<file path="config.mk">
export PLATFORM = sky130hd
export DESIGN_NAME = comment_stripping_lexer_unit
export DESIGN_NICKNAME = d
export VERILOG_FILES = /design/src/rtl/csl_pkg.sv /design/src/rtl/csl_dpath.sv /design/src/rtl/csl_outq.sv /design/src/rtl/csl_ctrl.sv /design/src/rtl/comment_stripping_lexer_unit.sv
export SDC_FILE = /design/constraint.sdc
export NUM_CORES = 1
export LEC_CHECK = 0
export BUFFER_PORTS_ARGS = -buffer_cell sky130_fd_sc_hd__buf_2
export CAP_MARGIN = 20
export CORE_MARGIN = 2
export CORE_UTILIZATION = 40
export CTS_CLUSTER_DIAMETER = 60
export DETAILED_ROUTE_END_ITERATION = 8
export SLEW_MARGIN = 40
export SYNTH_ARGS = -nofsm -noshare
export SYNTH_HDL_FRONTEND = slang
export SYNTH_SLANG_ARGS = --single-unit
export TNS_END_PERCENT = 20
</file>
<file path="constraint.sdc">
create_clock -name clk -period 8.6 [get_ports clk]
set_clock_uncertainty 0.05 [all_clocks]
set_input_delay 0.43 -clock clk [delete_from_list [all_inputs] [get_ports clk]]
set_output_delay 0.43 -clock clk [all_outputs]
set_load 0.005 [all_outputs]
</file>
<file path="src/rtl/csl_pkg.sv">
// Shared types, constants and character helpers for the comment-stripping lexer.
package csl_pkg;

	// Token buffer depth and the widths that follow from it
	localparam int MAX_TOKEN = 16;
	localparam int IDX_W     = $clog2(MAX_TOKEN);
	localparam int LEN_W     = $clog2(MAX_TOKEN + 1);

	// Reserved names: the keywords first, then the invalid name
	localparam int NAME_COUNT = 10;
	localparam int KW_COUNT   = 9;
	localparam int NAME_KDJ   = 9;
	localparam int NAME_CHARS = 8;

	localparam logic [8*NAME_CHARS-1:0] NAME_TEXT [NAME_COUNT] = '{
		"#include", "void", "include", "int", "float",
		"endl", "cout", "double", "return", "kdj"
	};
	localparam int NAME_LEN [NAME_COUNT] = '{8, 4, 7, 3, 5, 4, 4, 6, 6, 3};

	// Characters with a role in scanning
	localparam logic [7:0] CH_SLASH = 8'h2F;
	localparam logic [7:0] CH_STAR  = 8'h2A;
	localparam logic [7:0] CH_NL    = 8'h0A;
	localparam logic [7:0] CH_TAB   = 8'h09;
	localparam logic [7:0] CH_SPACE = 8'h20;
	localparam logic [7:0] CH_DOT   = 8'h2E;

	typedef enum logic [2:0] {
		MODE_NORMAL = 3'd0,
		MODE_SLASH  = 3'd1,
		MODE_LINE   = 3'd2,
		MODE_BLOCK  = 3'd3,
		MODE_STAR   = 3'd4
	} mode_t;

	typedef enum logic [2:0] {
		CLS_KEYWORD   = 3'd0,
		CLS_OPERATOR  = 3'd1,
		CLS_DELIMITER = 3'd2,
		CLS_NUMBER    = 3'd3,
		CLS_IDENT     = 3'd4,
		CLS_INVALID   = 3'd5,
		CLS_ERROR     = 3'd6
	} cls_t;

	// Progress of the number pattern over the buffered characters
	typedef enum logic [2:0] {
		NUM_EMPTY,
		NUM_INT,
		NUM_DOT,
		NUM_FRAC,
		NUM_BAD
	} num_t;

	typedef enum logic [1:0] {
		ST_IDLE,
		ST_RUN,
		ST_TOKEN
	} state_t;

	typedef struct packed {
		logic [7:0] char_in;
		logic       text_end;
	} in_item_t;

	typedef struct packed {
		logic [7:0] char_out;
		cls_t       token_class;
		logic       token_end;
		logic       run_end;
	} out_item_t;

	// Controller to datapath
	typedef struct packed {
		logic load;
		logic append;
		logic pop;
		logic emit_tok;
		logic emit_punct;
	} dp_cmd_t;

	// Datapath to controller
	typedef struct packed {
		logic have_char;
		logic head_sep;
		logic head_punct;
		logic tok_empty;
		logic flush_pend;
		logic idx_last;
	} dp_stat_t;

	// Controller to output stage
	typedef struct packed {
		logic push;
		logic finish;
	} oq_cmd_t;

	function automatic logic is_sep(input logic [7:0] c);
		return (c == CH_SPACE) || (c == CH_TAB) || (c == CH_NL);
	endfunction

	function automatic logic is_punct(input logic [7:0] c);
		return c inside {"+", "-", "*", "/", ",", ";", ">", "<", "=",
			"(", ")", "[", "]", "{", "}", "&", "|"};
	endfunction

	function automatic logic is_digit(input logic [7:0] c);
		return c inside {["0":"9"]};
	endfunction

	function automatic logic is_id_start(input logic [7:0] c);
		return c inside {["a":"z"], ["A":"Z"], "_", "$"};
	endfunction

	function automatic cls_t single_class(input logic [7:0] c);
		cls_t r;
		if (c inside {"+", "-", "/", "=", "!"}) begin
			r = CLS_OPERATOR;
		end else if (c inside {"}", "{", "]", "[", ")", "(", ",", ";"}) begin
			r = CLS_DELIMITER;
		end else begin
			r = CLS_ERROR;
		end
		return r;
	endfunction

	// True when c equals character pos of reserved name k
	function automatic logic name_char_ok(input int k, input logic [LEN_W-1:0] pos,
			input logic [7:0] c);
		logic [8*NAME_CHARS-1:0] text;
		logic ok;
		text = NAME_TEXT[k] << (8 * (NAME_CHARS - NAME_LEN[k]));
		ok = 1'b0;
		for (int i = 0; i < NAME_CHARS; i++) begin
			if ((int'(pos) == i) && (i < NAME_LEN[k])) begin
				ok = (text[(NAME_CHARS-1-i)*8 +: 8] == c);
			end
		end
		return ok;
	endfunction

endpackage

</file>
<file path="src/rtl/csl_dpath.sv">
// Datapath: comment scanning, pending characters, token buffer and classification.
module csl_dpath import csl_pkg::*; (
	input  logic      clk,
	input  logic      arst_n,
	input  dp_cmd_t   cmd,
	input  in_item_t  char_item,
	output dp_stat_t  stat,
	output out_item_t res
);

	mode_t                 mode_q, mode_d;
	logic [7:0]            slot0_q, slot1_q, slot0_d, slot1_d;
	logic [1:0]            slot_cnt_q, slot_cnt_d;
	logic                  flush_q;
	logic [7:0]            tbuf_q [MAX_TOKEN];
	logic [LEN_W-1:0]      len_q;
	logic                  ovf_q;
	logic [IDX_W-1:0]      idx_q;
	logic [NAME_COUNT-1:0] name_ok_q, name_ok_d;
	num_t                  num_q, num_d;
	logic                  ident_q, ident_d;
	logic [7:0]            c;
	logic                  kw_hit, kdj_hit, tok_last, room, popping, tok_clear;
	cls_t                  one_cls, tok_cls;

	assign c = char_item.char_in;

	// Decode the incoming item: comment mode and characters it hands to the tokenizer
	always_comb begin
		mode_d     = mode_q;
		slot0_d    = c;
		slot1_d    = c;
		slot_cnt_d = 2'd0;
		case (mode_q)
			MODE_SLASH: begin
				if (c == CH_SLASH) begin
					mode_d = MODE_LINE;
				end else if (c == CH_STAR) begin
					mode_d = MODE_BLOCK;
				end else begin
					mode_d     = MODE_NORMAL;
					slot0_d    = CH_SLASH;
					slot_cnt_d = 2'd2;
				end
			end
			MODE_LINE: begin
				if (c == CH_NL) mode_d = MODE_NORMAL;
			end
			MODE_BLOCK: begin
				if (c == CH_STAR) mode_d = MODE_STAR;
			end
			MODE_STAR: begin
				if (c == CH_SLASH) begin
					mode_d = MODE_NORMAL;
				end else if (c != CH_STAR) begin
					mode_d = MODE_BLOCK;
				end
			end
			default: begin
				// normal scanning, also for any unknown mode
				if (c == CH_SLASH) begin
					mode_d = MODE_SLASH;
				end else begin
					slot_cnt_d = 2'd1;
				end
			end
		endcase
		// end of text: release a held slash and return to normal
		if (char_item.text_end) begin
			if (mode_d == MODE_SLASH) begin
				slot0_d    = CH_SLASH;
				slot_cnt_d = 2'd1;
			end
			mode_d = MODE_NORMAL;
		end
	end

	// Track the pattern checks as the head character is appended
	always_comb begin
		for (int k = 0; k < NAME_COUNT; k++) begin
			name_ok_d[k] = name_ok_q[k] && name_char_ok(k, len_q, slot0_q);
		end
		if (len_q == '0) begin
			ident_d = is_id_start(slot0_q);
		end else begin
			ident_d = ident_q && (is_id_start(slot0_q) || is_digit(slot0_q));
		end
		case (num_q)
			NUM_EMPTY: num_d = (slot0_q inside {["1":"9"]}) ? NUM_INT : NUM_BAD;
			NUM_INT: begin
				if (is_digit(slot0_q)) begin
					num_d = NUM_INT;
				end else if (slot0_q == CH_DOT) begin
					num_d = NUM_DOT;
				end else begin
					num_d = NUM_BAD;
				end
			end
			NUM_DOT:  num_d = is_digit(slot0_q) ? NUM_FRAC : NUM_BAD;
			NUM_FRAC: num_d = is_digit(slot0_q) ? NUM_FRAC : NUM_BAD;
			default:  num_d = NUM_BAD;
		endcase
	end

	// Classify the buffered token
	always_comb begin
		kw_hit = 1'b0;
		for (int k = 0; k < KW_COUNT; k++) begin
			if (name_ok_q[k] && (len_q == LEN_W'(NAME_LEN[k]))) kw_hit = 1'b1;
		end
		kdj_hit = name_ok_q[NAME_KDJ] && (len_q == LEN_W'(NAME_LEN[NAME_KDJ]));
		one_cls = single_class(tbuf_q[0]);
		if (ovf_q) begin
			tok_cls = CLS_ERROR;
		end else if (kw_hit) begin
			tok_cls = CLS_KEYWORD;
		end else if ((len_q == LEN_W'(1)) && (one_cls != CLS_ERROR)) begin
			tok_cls = one_cls;
		end else if (kdj_hit) begin
			tok_cls = CLS_INVALID;
		end else if ((num_q == NUM_INT) || (num_q == NUM_FRAC)) begin
			tok_cls = CLS_NUMBER;
		end else if (ident_q) begin
			tok_cls = CLS_IDENT;
		end else begin
			tok_cls = CLS_ERROR;
		end
	end

	assign tok_last  = (LEN_W'(idx_q) + LEN_W'(1)) == len_q;
	assign room      = len_q < LEN_W'(MAX_TOKEN);
	assign popping   = cmd.pop || cmd.append || cmd.emit_punct;
	assign tok_clear = cmd.emit_tok && tok_last;

	// Select the result: a punctuator or the next buffered character
	always_comb begin
		if (cmd.emit_punct) begin
			res.char_out    = slot0_q;
			res.token_class = single_class(slot0_q);
			res.token_end   = 1'b1;
		end else begin
			res.char_out    = tbuf_q[idx_q];
			res.token_class = tok_cls;
			res.token_end   = tok_last;
		end
		res.run_end = 1'b0;
	end

	assign stat.have_char  = slot_cnt_q != 2'd0;
	assign stat.head_sep   = is_sep(slot0_q);
	assign stat.head_punct = is_punct(slot0_q);
	assign stat.tok_empty  = len_q == '0;
	assign stat.flush_pend = flush_q;
	assign stat.idx_last   = tok_last;

	// Hold scan mode, pending characters and token bookkeeping
	always_ff @(posedge clk or negedge arst_n) begin
		if (!arst_n) begin
			mode_q     <= MODE_NORMAL;
			slot_cnt_q <= 2'd0;
			flush_q    <= 1'b0;
			len_q      <= '0;
			ovf_q      <= 1'b0;
			idx_q      <= '0;
			name_ok_q  <= '1;
			num_q      <= NUM_EMPTY;
			ident_q    <= 1'b1;
		end else begin
			if (cmd.load) begin
				mode_q     <= mode_d;
				slot_cnt_q <= slot_cnt_d;
				flush_q    <= char_item.text_end;
			end else if (popping) begin
				slot_cnt_q <= slot_cnt_q - 2'd1;
			end
			if (cmd.append) begin
				if (room) begin
					len_q     <= len_q + LEN_W'(1);
					name_ok_q <= name_ok_d;
					num_q     <= num_d;
					ident_q   <= ident_d;
				end else begin
					ovf_q <= 1'b1;
				end
			end
			if (tok_clear) begin
				len_q     <= '0;
				ovf_q     <= 1'b0;
				idx_q     <= '0;
				name_ok_q <= '1;
				num_q     <= NUM_EMPTY;
				ident_q   <= 1'b1;
			end else if (cmd.emit_tok) begin
				idx_q <= idx_q + IDX_W'(1);
			end
		end
	end

	// Store pending characters and buffered token text
	always_ff @(posedge clk) begin
		if (cmd.load) begin
			slot0_q <= slot0_d;
			slot1_q <= slot1_d;
		end else if (popping) begin
			slot0_q <= slot1_q;
		end
		if (cmd.append && room) begin
			tbuf_q[len_q[IDX_W-1:0]] <= slot0_q;
		end
	end

endmodule

</file>
<file path="src/rtl/csl_outq.sv">
// Output stage: one held result awaiting its run_end flag, then the output register.
module csl_outq import csl_pkg::*; (
	input  logic      clk,
	input  logic      arst_n,
	input  oq_cmd_t   cmd,
	input  out_item_t res,
	output logic      room,
	output logic      tok_valid,
	input  logic      tok_ready,
	output out_item_t tok_item
);

	logic      hold_valid_q, out_valid_q, move;
	out_item_t hold_q, out_q;

	// Advance the held result once the next one arrives or the item is done
	assign move      = hold_valid_q && (cmd.push || cmd.finish);
	assign room      = !hold_valid_q || !out_valid_q || tok_ready;
	assign tok_valid = out_valid_q;
	assign tok_item  = out_q;

	always_ff @(posedge clk or negedge arst_n) begin
		if (!arst_n) begin
			hold_valid_q <= 1'b0;
			out_valid_q  <= 1'b0;
		end else begin
			if (cmd.push) begin
				hold_valid_q <= 1'b1;
			end else if (cmd.finish) begin
				hold_valid_q <= 1'b0;
			end
			if (move) begin
				out_valid_q <= 1'b1;
			end else if (tok_ready) begin
				out_valid_q <= 1'b0;
			end
		end
	end

	always_ff @(posedge clk) begin
		if (move) begin
			out_q <= '{char_out: hold_q.char_out, token_class: hold_q.token_class,
				token_end: hold_q.token_end, run_end: cmd.finish};
		end
		if (cmd.push) begin
			hold_q <= res;
		end
	end

endmodule

</file>
<file path="src/rtl/csl_ctrl.sv">
// Controller: sequences appends, token flushes and punctuator results for each item.
module csl_ctrl import csl_pkg::*; (
	input  logic     clk,
	input  logic     arst_n,
	input  logic     char_valid,
	output logic     char_ready,
	input  dp_stat_t stat,
	input  logic     oq_room,
	output dp_cmd_t  cmd,
	output oq_cmd_t  ocmd
);

	state_t state_q, state_d;

	always_ff @(posedge clk or negedge arst_n) begin
		if (!arst_n) begin
			state_q <= ST_IDLE;
		end else begin
			state_q <= state_d;
		end
	end

	// Next state and commands
	always_comb begin
		state_d    = state_q;
		cmd        = '0;
		ocmd       = '0;
		char_ready = 1'b0;
		case (state_q)
			ST_IDLE: begin
				char_ready = 1'b1;
				if (char_valid) begin
					cmd.load = 1'b1;
					state_d  = ST_RUN;
				end
			end
			ST_RUN: begin
				if (stat.have_char) begin
					if ((stat.head_sep || stat.head_punct) && !stat.tok_empty) begin
						state_d = ST_TOKEN;
					end else if (stat.head_sep) begin
						cmd.pop = 1'b1;
					end else if (stat.head_punct) begin
						if (oq_room) begin
							cmd.emit_punct = 1'b1;
							ocmd.push      = 1'b1;
						end
					end else begin
						cmd.append = 1'b1;
					end
				end else if (stat.flush_pend && !stat.tok_empty) begin
					state_d = ST_TOKEN;
				end else if (oq_room) begin
					// item done: mark its last result and take the next item
					ocmd.finish = 1'b1;
					char_ready  = 1'b1;
					if (char_valid) begin
						cmd.load = 1'b1;
					end else begin
						state_d = ST_IDLE;
					end
				end
			end
			ST_TOKEN: begin
				if (oq_room) begin
					cmd.emit_tok = 1'b1;
					ocmd.push    = 1'b1;
					if (stat.idx_last) state_d = ST_RUN;
				end
			end
			default: begin
				state_d = ST_IDLE;
			end
		endcase
	end

endmodule

</file>
<file path="src/rtl/comment_stripping_lexer_unit.sv">
// Top level of the comment-stripping lexer: controller, datapath and output stage.
//
// Characters enter one item at a time on the char channel; // and /* */ comments are
// removed and each finished token leaves as one tok item per character, with its class,
// a token_end mark on its last character and a run_end mark on the last result caused by
// an input item. The sequencer hands each character to the token stage; a token flush
// enters its flush state and reads the buffered characters out of the token buffer one
// per cycle while the output stage has room, and then the item is closed. A token holds
// at most 16 buffered characters, and the next item is taken only once the current one
// is closed. The final result of every item waits in a hold register until the item is
// done, so that run_end can be set; a stalled output side holds the sequencer only when
// both the hold register and the output register are full.
module comment_stripping_lexer_unit import csl_pkg::*; (
	input  logic      clk,
	input  logic      arst_n,
	input  logic      char_valid,
	output logic      char_ready,
	input  in_item_t  char_item,
	output logic      tok_valid,
	input  logic      tok_ready,
	output out_item_t tok_item
);

	dp_cmd_t   dp_cmd;
	dp_stat_t  dp_stat;
	oq_cmd_t   oq_cmd;
	logic      oq_room;
	out_item_t dp_res;

	csl_ctrl u_ctrl (
		.clk        (clk),
		.arst_n     (arst_n),
		.char_valid (char_valid),
		.char_ready (char_ready),
		.stat       (dp_stat),
		.oq_room    (oq_room),
		.cmd        (dp_cmd),
		.ocmd       (oq_cmd)
	);

	csl_dpath u_dpath (
		.clk       (clk),
		.arst_n    (arst_n),
		.cmd       (dp_cmd),
		.char_item (char_item),
		.stat      (dp_stat),
		.res       (dp_res)
	);

	csl_outq u_outq (
		.clk       (clk),
		.arst_n    (arst_n),
		.cmd       (oq_cmd),
		.res       (dp_res),
		.room      (oq_room),
		.tok_valid (tok_valid),
		.tok_ready (tok_ready),
		.tok_item  (tok_item)
	);

endmodule

</file>
==> metrics.cfg <==
[worst_setup_path]
path_class = flip-flop to flip-flop
crit_path_end_kind = flip-flop
reg2reg_slack_ps = 4700
worstReg2RegStart = u_dpath.len_q[0]$_DFFE_PN0P_
cp_max_fo = 15
path_buf_inv = 1
cp_num_cells = 8
crit_path_cell_trace = inv_1, ha_1, or4b_4, nor2_1, o21ai_0, a211o_1, a21boi_2, o21a_1
crit_path_start_kind = flip-flop
cp.required_ps = 8710
critPathTopFamily = compound AO/OA/AOI/OAI gates
max_stage_delay_ps = 650
timing.rr.end = u_outq.tok_item[2]$_DFFE_PP_
slowest_stage = or4b_4
r2r_cells = 8
arrival_ps = 4010

[timing]
slew_violations = 0
slew_headroom_pct = 47.1
fin_setup_tns_ps = 0
period_share_pct = 45.4
fin_crit_ps = 3900
fmax_mhz = 256
final_hold_viol_count = 0
worstMarginPinSlew_ps = 791
setup_viol = 0
grt_setup_unrepaired = no

[global_routing]
antenna_found_initial = 0
grt_pass1_vias = 6207
globalRouteOverflowTotal = 0
grt_max_degree = 38
grt_pass1_wl_mm = 36.2
grtUsageTotal_pct = 18.1

[clock_network]
tritoncts = built
clk_latency_ps = 520
cts_made_buffers = 23
clk_pin_slew_ps = 70
cts.hold.buffers_added = 1
clockBufferDepth = 3
cts_root_buf = clkbuf_16
htree_levels = 1
cts.repair.resized = 0
cts_sinks = 203
post_cts_buffers = 0

[routing]
vias_per_cell = 5.81
drt_iter0_markers = 655
drc = 0
post_drt_wl_per_cell_um = 21.5
drt-pass1-iter-count = 6
ant_nets = 0
vias = 6323
routed_wl_mm = 23.4

[die]
rows = 57
die_h_um = 161
start_util_pct = 40.6
dieArea_um2 = 26000
pin_count = 28
core_area_um2 = 24300
die_w_um = 161

[yosys]
yosysWarnings = 0
synthesis.nets = 756
synth_ff_type = edfxtp_1
ys_ff_latch = 203
synthesis.area_um2 = 9880
ys_seq_area_share_pct = 60.1
syn_avg_cell_area_um2 = 13.5
ys_async_sr_fraction_pct = 16.7
synth_edf_count = 169
synthCells = 733
synth_cell_types = 81

[layout]
layout_commonest_cell = edfxtp_1
multi_input_area_um2 = 3660
seqCellArea_um2 = 5940
syn_to_final_growth_pct = 12.5
nFillCells = 2136
diodes = 0
drive_above_1_share_pct = 21.8
final_cell_mix = edfxtp_1, nand2_1, nor2_1
nets = 772

[run]
maxCapViolations = 0

[placed_design]
dpl.hpwl_mm = 16.0
port_buffers = 27
place.gp.congestion = 0.923

[min_path]
hold_depth = 1
hp-class = input port to flip-flop
hold_path.startpoint = char_item[2]
min_to = u_dpath.slot1_q[1]$_DFFE_PP_

[power]
power_mw = 3.36
power_density_nw_per_um2 = 303
worst_ir_drop_vdd_mv = 0.160
p_leak_nw = 3.65

[run_status]
status = completed

cell type report:
| type | instances | share of cell area [%] |
|---|---|---|
| Tap cell | 324 | 3.65 |
| Multi-Input combinational cell | 459 | 32.9 |
| Sequential cell | 203 | 53.5 |
| Timing Repair Buffer | 42 | 2.54 |
| Clock inverter | 15 | 1.41 |
| Inverter | 20 | 0.721 |
| Clock buffer | 26 | 5.28 |
through the flow:
step	area, um^2	worst slack [ps]	utilization, %	std cells	hold slack [ps]
after CTS	11100	4150	45.5	1085	52.5
after detailed placement	10300	4180	42.4	1043	355
final	11100	4700	45.7	1089	72.2
after global placement	10200	4270	42.1	1039	359
after floorplan	9880	4830	-	733	84.4
after global routing	11100	4480	45.7	1089	66.8
layer usage:
layer,wire [um],track usage [%],part of all wire (%),vias up
li1,-,-,-,2892
met1,10200,25.0,44,3181
met2,11200,29.8,48,213
met3,1360,2.70,5.8,37
met4,602,5.44,2.6,0
met5,0,0,0,-
how the worst max path moves through the flow:
stage,from,end
6_report,u_dpath.len_q[0]$_DFFE_PN0P_,u_outq.tok_item[2]$_DFFE_PP_
5_1_grt,u_dpath.len_q[0]$_DFFE_PN0P_,u_outq.tok_item[7]$_DFFE_PP_
4_1_cts,u_dpath.slot0_q[4]$_DFFE_PP_,u_dpath.tbuf_q[9][5]$_DFFE_PP_
3_5_place_dp,u_dpath.slot0_q[4]$_DFFE_PP_,u_dpath.tbuf_q[8][6]$_DFFE_PP_
3_3_place_gp,u_dpath.slot0_q[2]$_DFFE_PP_,u_dpath.tbuf_q[11][3]$_DFFE_PP_
2_1_floorplan,u_dpath.slot0_q[6]$_DFFE_PP_,u_outq.tok_item[0]$_DFFE_PP_
flip-flops by register name (all words and copies together), names as in the netlist:
name	flops
u_outq.tok_item	13
u_dpath.flush_q	1
u_dpath.slot_cnt_q	2
u_dpath.ident_q	1
u_outq.hold_valid_q	1
u_ctrl.state_q	2
u_dpath.len_q	5
u_dpath.num_q	3
u_dpath.idx_q	4
u_outq.hold_q	12
u_dpath.ovf_q	1
u_dpath.slot0_q	8
u_outq.tok_valid	1
u_dpath.mode_q	3
u_dpath.slot1_q	8
u_dpath.tbuf_q	128
u_dpath.name_ok_q	10
kinds of logic (layout without fill, tap and decap cells):
kind of cell / after synthesis / after routing / share of synthesized area, %
xor gates and xnor gates: 12 / 12 / 1.06
buffers and inverters: 71 / 103 / 3.15
muxes: 52 / 52 / 10.4
and+or+nand+nor: 227 / 227 / 12.8
AOI/OAI and AO/OA: 158 / 158 / 11.2
adders and majority gates: 10 / 10 / 1.27
DFF: 203 / 203 / 60.1
synthesized netlist by cell type, drive strengths merged (7+ instances only):
library cell / number / area (um^2)
clkbuf: 38 / 143
inv: 19 / 71.3
nor2b: 8 / 50.1
ha: 10 / 125
nor3: 16 / 80.1
buf: 13 / 88.8
edfxtp: 169 / 5070
nor4: 9 / 56.3
or4b: 7 / 73.8
dfstp: 11 / 289
o21ai: 37 / 185
a22oi: 7 / 52.6
nand2b: 16 / 100
mux4: 40 / 901
nand2: 46 / 180
a21oi: 29 / 145
mux2: 9 / 101
nor2: 50 / 190
a21boi: 7 / 52.6
nand3: 12 / 60.1
dfrtp: 23 / 576
and2: 11 / 68.8
xnor2: 7 / 61.3
report_power, final:
| group | total (mW) | leakage [nW] | switching (mW) | internal, mW |
|---|---|---|---|---|
| logic | 0.990 | 1.40 | 0.561 | 0.429 |
| registers | 1.42 | 1.89 | 0.145 | 1.27 |
| clock network | 0.954 | 0.360 | 0.394 | 0.559 |
| total | 3.36 | 3.65 | 1.10 | 2.26 |
Note: power is estimated with default switching activity, not from simulation.
